[src/rtl/core/nai_pkg.sv]
// ----------------------------------------------------------------------------
// N-list ancestor intersection package
// Shared widths, payload structs, opcodes and controller/datapath interface.
// ----------------------------------------------------------------------------
`default_nettype none

package nai_pkg;

    localparam int LIST_DEPTH = 32;
    localparam int IDX_W      = $clog2(LIST_DEPTH);
    localparam int LEN_W      = $clog2(LIST_DEPTH + 1);
    localparam int CODE_W     = 20;
    localparam int CNT_W      = 24;

    localparam logic [1:0] OP_LOAD_A = 2'd0;
    localparam logic [1:0] OP_LOAD_B = 2'd1;
    localparam logic [1:0] OP_RUN    = 2'd2;

    typedef logic [CODE_W-1:0] code_t;
    typedef logic [CNT_W-1:0]  cnt_t;

    typedef struct packed {
        logic [1:0] op;
        code_t      pre_number;
        code_t      post_number;
        cnt_t       node_count;
    } in_t;

    typedef struct packed {
        logic  entry_valid;
        code_t entry_pre;
        code_t entry_post;
        cnt_t  entry_count;
        cnt_t  total_count;
        logic  is_frequent;
        logic  list_overflow;
        logic  last;
    } out_t;

    typedef struct packed {
        code_t pre;
        code_t post;
    } node_a_t;

    typedef struct packed {
        code_t pre;
        code_t post;
        cnt_t  cnt;
    } node_b_t;

    // Commands from the controller to the datapath.
    typedef struct packed {
        logic load;
        logic run_start;
        logic merge_read;
        logic merge_step;
        logic merge_done;
        logic emit_read;
        logic emit_load;
    } nai_cmd_t;

    // Status from the datapath to the controller.
    typedef struct packed {
        logic merge_more;
        logic out_free;
        logic emit_last;
    } nai_status_t;

    function automatic cnt_t sat_add(input cnt_t x, input cnt_t y);
        logic [CNT_W:0] s;
        s = {1'b0, x} + {1'b0, y};
        return s[CNT_W] ? {CNT_W{1'b1}} : s[CNT_W-1:0];
    endfunction

endpackage

`default_nettype wire

[src/rtl/core/nai_ctrl.sv]
// ----------------------------------------------------------------------------
// N-list ancestor intersection controller
// Sequences list loads, the two-pointer merge and the result emission.
// ----------------------------------------------------------------------------
`default_nettype none

module nai_ctrl
    import nai_pkg::*;
(
    input  wire logic        aclk,
    input  wire logic        aresetn,
    input  wire logic        s_valid,
    input  wire logic [1:0]  s_op,
    output logic             s_ready,
    input  wire nai_status_t st,
    output nai_cmd_t         cmd
);

    typedef enum logic [2:0] {
        ST_IDLE,
        ST_MREAD,
        ST_MCMP,
        ST_EREAD,
        ST_ELOAD
    } state_t;

    state_t state_reg, state_next;
    logic   s_ready_reg;
    logic   accept;

    assign accept  = s_valid && s_ready_reg;
    assign s_ready = s_ready_reg;

    always_comb begin
        state_next = state_reg;
        cmd        = '0;
        case (state_reg)
            ST_IDLE: begin
                if (accept) begin
                    if (s_op == OP_LOAD_A || s_op == OP_LOAD_B) begin
                        cmd.load = 1'b1;
                    end else if (s_op == OP_RUN) begin
                        cmd.run_start = 1'b1;
                        state_next    = ST_MREAD;
                    end
                end
            end
            ST_MREAD: begin
                if (st.merge_more) begin
                    cmd.merge_read = 1'b1;
                    state_next     = ST_MCMP;
                end else begin
                    cmd.merge_done = 1'b1;
                    state_next     = ST_EREAD;
                end
            end
            ST_MCMP: begin
                cmd.merge_step = 1'b1;
                state_next     = ST_MREAD;
            end
            ST_EREAD: begin
                cmd.emit_read = 1'b1;
                state_next    = ST_ELOAD;
            end
            ST_ELOAD: begin
                if (st.out_free) begin
                    cmd.emit_load = 1'b1;
                    state_next    = st.emit_last ? ST_IDLE : ST_EREAD;
                end
            end
            default: begin
                state_next = ST_IDLE;
            end
        endcase
    end

    always_ff @(posedge aclk) begin
        if (!aresetn) begin
            state_reg   <= ST_IDLE;
            s_ready_reg <= 1'b1;
        end else begin
            state_reg   <= state_next;
            s_ready_reg <= (state_next == ST_IDLE);
        end
    end

endmodule

`default_nettype wire

[config.mk]
export PLATFORM = sky130hd
export DESIGN_NAME = nai_ctrl
export DESIGN_NICKNAME = d
export VERILOG_FILES = /design/src/rtl/core/nai_pkg.sv /design/src/rtl/core/nai_ctrl.sv
export SDC_FILE = /design/constraint.sdc
export NUM_CORES = 1
export LEC_CHECK = 0
export BUFFER_PORTS_ARGS = -buffer_cell sky130_fd_sc_hd__buf_2
export CORE_AREA = 5 5 42 44
export CTS_BUF_LIST = sky130_fd_sc_hd__clkbuf_8 sky130_fd_sc_hd__clkbuf_16
export DETAILED_ROUTE_END_ITERATION = 12
export DIE_AREA = 0 0 47 49
export SLEW_MARGIN = 40
export SYNTH_ARGS = -nofsm -noshare
export SYNTH_HDL_FRONTEND = slang
export SYNTH_SLANG_ARGS = --single-unit
[constraint.sdc]
create_clock -name aclk -period 1.6 [get_ports aclk]
set_clock_uncertainty 0.05 [all_clocks]
set_input_delay 0.48 -clock aclk [delete_from_list [all_inputs] [get_ports aclk]]
set_output_delay 0.48 -clock aclk [all_outputs]
set_load 0.01 [all_outputs]
==> flow_metrics.py, run 1 <==
metrics = {
    "grt": {
        "grt_overflow_total": 0,
        "grt_pass1_vias": 369,
        "grt_max_degree": 7,
        "antenna_found_initial": 0,
        "grt_pass1_wl_um": 1550,
        "grt.total_usage_pct": 9.29,
    },
    "power": {
        "power.density_nw_per_um2": 732,
        "p_total_uw": 419,
        "p_leak_uw": 0.000275,
        "irDropWorstVdd_v": 0.000393,
    },
    "critical_path": {
        "rr_endpoint": "s_ready",
        "crit_chain": "or2_4, nor4_4, buf_2",
        "cp.required_ns": 1.07,
        "crit_type": "flop to primary output",
        "critPathBufInv": 1,
        "cpPeakStageDelay_ns": 0.31,
        "critPathTopFamily": "simple AND/OR/NAND/NOR gates",
        "rrSetupSlack_ns": 0.14,
        "critPathSlowestCell": "dfxtp_2",
        "cp_max_fo": 3,
        "timing.rr.start": "state_reg[0]",
        "worstSetupStartpointType": "flop",
        "arrival_ns": 1.23,
        "rr_worst_depth": 6,
        "crit_path_end_kind": "primary output",
    },
    "detailed_routing": {
        "wl_per_cell_um": 12.9,
        "drt-pass1-iter-count": 1,
        "drc": 0,
        "vias": 352,
        "first_iter_violations": 0,
        "postRouteAntennaNets": 0,
        "avgViaCountPerCell": 4.46,
        "drt-total-wl_um": 1020,
    },
    "sta": {
        "maxSlewViolCount": 0,
        "finalSetupTns_ns": -0.566,
        "tightest_slew_ns": 0.247,
        "relSlewSlack_pct": 83.4,
        "fmax_mhz": 567,
        "finalSetupViolCount": 6,
        "fin_ws_ns": -0.164,
        "period_minus_slack_ns": 1.76,
        "final-hold-violation-count": 0,
        "rsz0062_at_grt": "true",
        "fin_crit_sh_pct": 110,
    },
    "placed_design": {
        "dp_hpwl_um": 624,
        "placed_cells": 66,
        "gp_congestion": 0.667,
        "portBuffers": 15,
    },
    "status": {
        "outcome": "finished with violations",
        "violations": "negative setup slack",
    },
    "clocking": {
        "cts_sinks": 4,
        "numCtsBuffers": 3,
        "h-tree-depth": 1,
        "insertion_delay_ns": 0.21,
        "root_buffer": "clkbuf_8",
        "cts_buffer_depth": 2,
        "tritoncts": "yes",
        "clkTransAtPathRegs_ns": 0.03,
    },
    "floorplanning": {
        "die_y_um": 49,
        "core_area_um2": 1400,
        "die_area_um2": 2300,
        "fp-row-count": 14,
        "fp.dieW_um": 47,
        "pin_count": 16,
        "start_util_pct": 18.8,
    },
    "min_path": {
        "holdCritStartpoint": "aresetn",
        "holdCritPathClass": "primary input to flop",
        "whs_endpoint": "s_ready",
        "holdPathStages": 2,
    },
    "synth": {
        "ys_ff_latch": 4,
        "syn-num-nets": 38,
        "ys_warn_count": 0,
        "synth-seq-area-share_pct": 30.5,
        "ys_types": 19,
        "synthCells": 30,
        "synth.avg_cell_area_um2": 8.76,
        "syn_area_um2": 263,
    },
    "layout": {
        "antenna_cells": 0,
        "area_growth_pct": 118,
        "largest_reg_flops": 3,
        "drive_gt1_share_pct": 69.8,
        "n_fill_cell": 145,
        "nNetsFinal": 73,
        "finalNonFillerCells": 79,
        "finish.utilization_pct": 40.9,
    },
    "job": {
        "cap_viol_max_count": 0,
    },
}
## cell families after synthesis
family	after synthesis	share of synthesized area, %
flops	4	30.5
buf+inv	1	1.43
compound gates	6	16.2
simple gates	19	51.9
## layer usage
layer	global-route usage, %	vias up	routed length, um
met5	0	-	0
met4	5.99	0	15
met3	4.43	2	55
met2	15.6	8	588
met1	8.33	164	362
li1	-	178	-
## placed cells by master (no fill, tap or decap), types with 2 or more instances in the layout
cell type  count
a21oi_1        2
buf_2         12
buf_4         13
buf_6          5
clkbuf_8       3
dfxtp_2        2
nand2_1        5
nor2_4         2
or2b_4         2
## cells in the mapped netlist, drive strengths merged
cell     count  share of area (%)
o21a         1                2.9
nand2        5                7.1
o31ai        1                2.9
a21oi        2                3.8
nor2         3                4.3
a211oi       1                2.9
nor3         1                3.8
nor3b        2                5.7
dfxtp        4                 30
nor4         2                 10
or2          1                3.3
nand4bb      1                4.3
and3         1                2.4
o311a        1                3.8
inv          1                1.4
or2b         3                 10
## worst max-delay path by stage
stage | end | from | depth (start not counted)
floorplan | cmd[6] | state_reg[0] | 2
global placement | cmd[5] | s_op[1] | 4
detailed placement | cmd[5] | s_op[1] | 4
CTS | cmd[5] | state_reg[2] | 3
global route | cmd[5] | state_reg[0] | 3
finish | cmd[5] | state_reg[0] | 3
## power breakdown
| group | internal [uW] | switching [uW] |
|---|---|---|
| Sequential | 105 | 2.86 |
| Clock | 160 | 48.2 |
| Combinational | 58.3 | 45.6 |
| Total | 323 | 96.7 |
## area by class of cell
type,count,area (um^2),area share (%)
Clock buffer,3,41.3,7.21
Timing Repair Buffer,30,214,37.3
Multi-Input combinational cell,25,208,36.2
Inverter,1,3.75,0.655
Tap cell,16,20.0,3.49
Sequential cell,4,86.3,15.1
## stage by stage
step           area (um^2)  setup slack (ns)  hold WS, ns
2_1_floorplan          263            0.0511        0.506
3_3_place_gp           395            -0.104        0.567
3_5_place_dp           395            -0.132        0.567
4_1_cts                513            -0.174        0.454
5_1_grt                573            -0.228        0.464
6_report               573            -0.164        0.451
## timing repair
item	4_1_cts	5_1_grt
hold buffers	0	0
setup buffers	5	5
pin swaps	2	4
setup endpoints to repair	7	7
resized for setup	11	5
(Power assumes the default switching activity.)
==> run 2: changes to the inputs <==
- ABC_AREA: unset -> 1
==> run 2 against run 1 <==
Compared with the run above:
- the run now ends clean
- highest routed layer unchanged
- utilization is 11 points lower
- worst setup slack better by 0.21 ns
- largest power group unchanged
- hold slack worse by 0.058 ns
- largest cell class is now multi-input combinational cells
==> flow_metrics.py, run 2 <==
metrics = {
    "status": {
        "outcome": "complete, no violations",
    },
    "critical_path": {
        "cp.required_ns": 1.07,
        "worstSetupStartpointType": "primary input",
        "crit_chain": "buf_2, inv_1, nor2_1, nand2_1, nor2_4, buf_2",
        "cpPeakStageDelay_ns": 0.14,
        "rrSetupSlack_ns": 0.53,
        "timing.rr.start": "state_reg[0]",
        "rr_worst_depth": 5,
        "rr_endpoint": "s_ready",
        "crit_type": "primary input to primary output",
        "critPathSlowestCell": "buf_2",
        "arrival_ns": 1.03,
        "crit_path_end_kind": "primary output",
        "cp_max_fo": 2,
        "cpMostUsedCell": "buf_2",
    },
    "synth": {
        "syn-num-nets": 50,
        "ys_top_cells_by_count": "inv_1 (10), nand2_1 (8), nor2_1 (6), nor2_2 (6), dfxtp_1 (4)",
        "ys_types": 11,
        "synth.area.top_cells": "dfxtp_1 (31%), inv_1 (14%), nor2_2 (14%)",
        "yosysTopAreaCell": "dfxtp_1",
        "synthCells": 42,
        "netlist.area_leader.share_pct": 30.8,
        "yosysMostFrequentCell": "inv_1",
        "ys_warn_count": 0,
        "ys.flop_type": "dfxtp_1",
        "syn_area_um2": 260,
        "synth-edff-count": 0,
        "ys_ff_latch": 4,
        "synth.avg_cell_area_um2": 6.20,
        "synth-seq-area-share_pct": 30.8,
        "postSynth.asyncResetShare_pct": 0,
    },
    "power": {
        "p_total_uw": 392,
        "p_comb_share_pct": 17.1,
        "clock_power_share_pct": 54.0,
        "switching_share_pct": 24.5,
        "irDropWorstVdd_v": 0.000248,
        "power.density_nw_per_um2": 922,
        "p_leak_uw": 0.000247,
        "seq_power_share_pct": 28.9,
        "p_int_uw": 296,
        "p_sw_uw": 96.0,
    },
    "clocking": {
        "cts_hold_buf": 0,
        "insertion_delay_ns": 0.21,
        "h-tree-depth": 1,
        "tritoncts": "yes",
        "post-cts-setup-buffer-count": 0,
        "root_buffer": "clkbuf_8",
        "clkTransAtPathRegs_ns": 0.03,
        "cts_sinks": 4,
        "cts_buffer_depth": 2,
        "numCtsBuffers": 3,
    },
    "detailed_routing": {
        "wl_per_cell_um": 8.87,
        "drc": 0,
        "drt-total-wl_um": 674,
        "vias": 297,
        "avgViaCountPerCell": 3.91,
        "drt-pass1-iter-count": 2,
        "postRouteAntennaNets": 0,
        "first_iter_violations": 1,
    },
    "grt": {
        "grt.total_usage_pct": 6.97,
        "grt_pass1_wl_um": 1080,
        "grt_max_degree": 6,
        "grt_pass1_vias": 283,
        "grt_overflow_total": 0,
        "antenna_found_initial": 0,
    },
    "placed_design": {
        "gp_congestion": 0.607,
        "placed_area_um2": 355,
        "dp_hpwl_um": 550,
        "portBuffers": 15,
    },
    "job": {
        "cap_viol_max_count": 0,
    },
    "floorplanning": {
        "fp.dieW_um": 47,
        "pin_count": 16,
        "die_y_um": 49,
        "fp-row-count": 14,
        "die_area_um2": 2300,
        "start_util_pct": 18.6,
        "core_area_um2": 1400,
    },
    "sta": {
        "whs_ns": 0.394,
        "final-hold-violation-count": 0,
        "fmax_mhz": 642,
        "finalSetupViolCount": 0,
        "relSlewSlack_pct": 86.5,
        "period_minus_slack_ns": 1.56,
        "fin_crit_sh_pct": 97.3,
        "finalSetupTns_ns": 0,
        "rsz0062_at_grt": "true",
        "tightest_slew_ns": 0.200,
        "maxSlewViolCount": 0,
    },
    "layout": {
        "finish.utilization_pct": 30.4,
        "final_area_um2": 425,
        "area_growth_pct": 63.5,
        "nNetsFinal": 70,
        "n_fill_cell": 166,
        "final_common_cell": "buf_2",
        "most-common-layout-cells": "buf_2 (15), inv_1 (8), nand2_1 (7)",
        "antenna_cells": 0,
        "drive_gt1_share_pct": 60.0,
        "largest_reg_flops": 3,
    },
    "min_path": {
        "holdCritPathClass": "primary input to flop",
        "holdPathStages": 2,
        "whs_endpoint": "s_ready",
        "holdCritStartpoint": "aresetn",
    },
}
## run 2: cell types whose count changed in the layout (fill, tap and decap cells not counted), moves of 3 or more
cell | previous run | this run
buf_2 | 12 | 15
buf_4 | 13 | 0
buf_6 | 5 | 0
nor2_1 | 1 | 5
nor2_2 | 0 | 5
inv_1 | 1 | 8
## run 2: layer usage
metal	GRT usage, %	share of wire, %	routed length [um]
met1	6.15	36	244
met2	10.4	54	365
met3	3.69	7.0	47
met4	6.91	2.4	16
met5	0	0	0
## run 2: power by group through the flow
stage	sequential (uW)	combinational, uW	clock (uW)
floorplan	113	36.1	0
global placement	112	59.9	0
detailed placement	113	60.9	0
CTS	112	63.0	219
global route	114	74.8	229
finish	113	67.2	212
## run 2: cells by family after synthesis
family,count (synthesis),synth area share [%]
buffers and inverters,10,14.4
AO/OA/AOI/OAI,3,8.65
AND/OR/NAND/NOR,25,46.2
flip-flops,4,30.8
## run 2: how the worst max path moves through the flow
| stage | from | endpoint | slack [ns] | cells after the start |
|---|---|---|---|---|
| finish | s_op[1] | cmd[5] | 0.04 | 6 |
| global route | state_reg[0] | cmd[0] | -0.02 | 4 |
| CTS | state_reg[2] | cmd[2] | 0.007 | 4 |
| detailed placement | s_op[1] | cmd[5] | 0.07 | 6 |
| global placement | s_op[1] | cmd[5] | 0.08 | 6 |
| floorplan | s_valid | cmd[6] | 0.24 | 2 |
## run 2: area by class of cell
| cell class | instances | area [um^2] | area share, % |
|---|---|---|---|
| Sequential cell | 4 | 83.8 | 19.7 |
| Timing Repair Buffer | 15 | 75.1 | 17.6 |
| Tap cell | 16 | 20.0 | 4.71 |
| Inverter | 10 | 37.5 | 8.82 |
| Clock buffer | 3 | 41.3 | 9.71 |
| Multi-Input combinational cell | 28 | 168 | 39.4 |
## run 2: critical path: cells and delay by family
| family | cells | cell delay (ns) |
|---|---|---|
| simple gates | 3 | 0.28 |
| buf+inv | 3 | 0.27 |
## run 2: what timing repair did
action                     CTS  global route
gates resized for setup      4             7
setup endpoints to repair    4             6
pin swaps                    2             2
## run 2: through the flow
stage,worst slack [ns],std cells
final,0.0429,76
after global routing,-0.0153,76
after CTS,0.00741,76
after detailed placement,0.0729,73
after global placement,0.0807,73
after floorplan,0.237,42
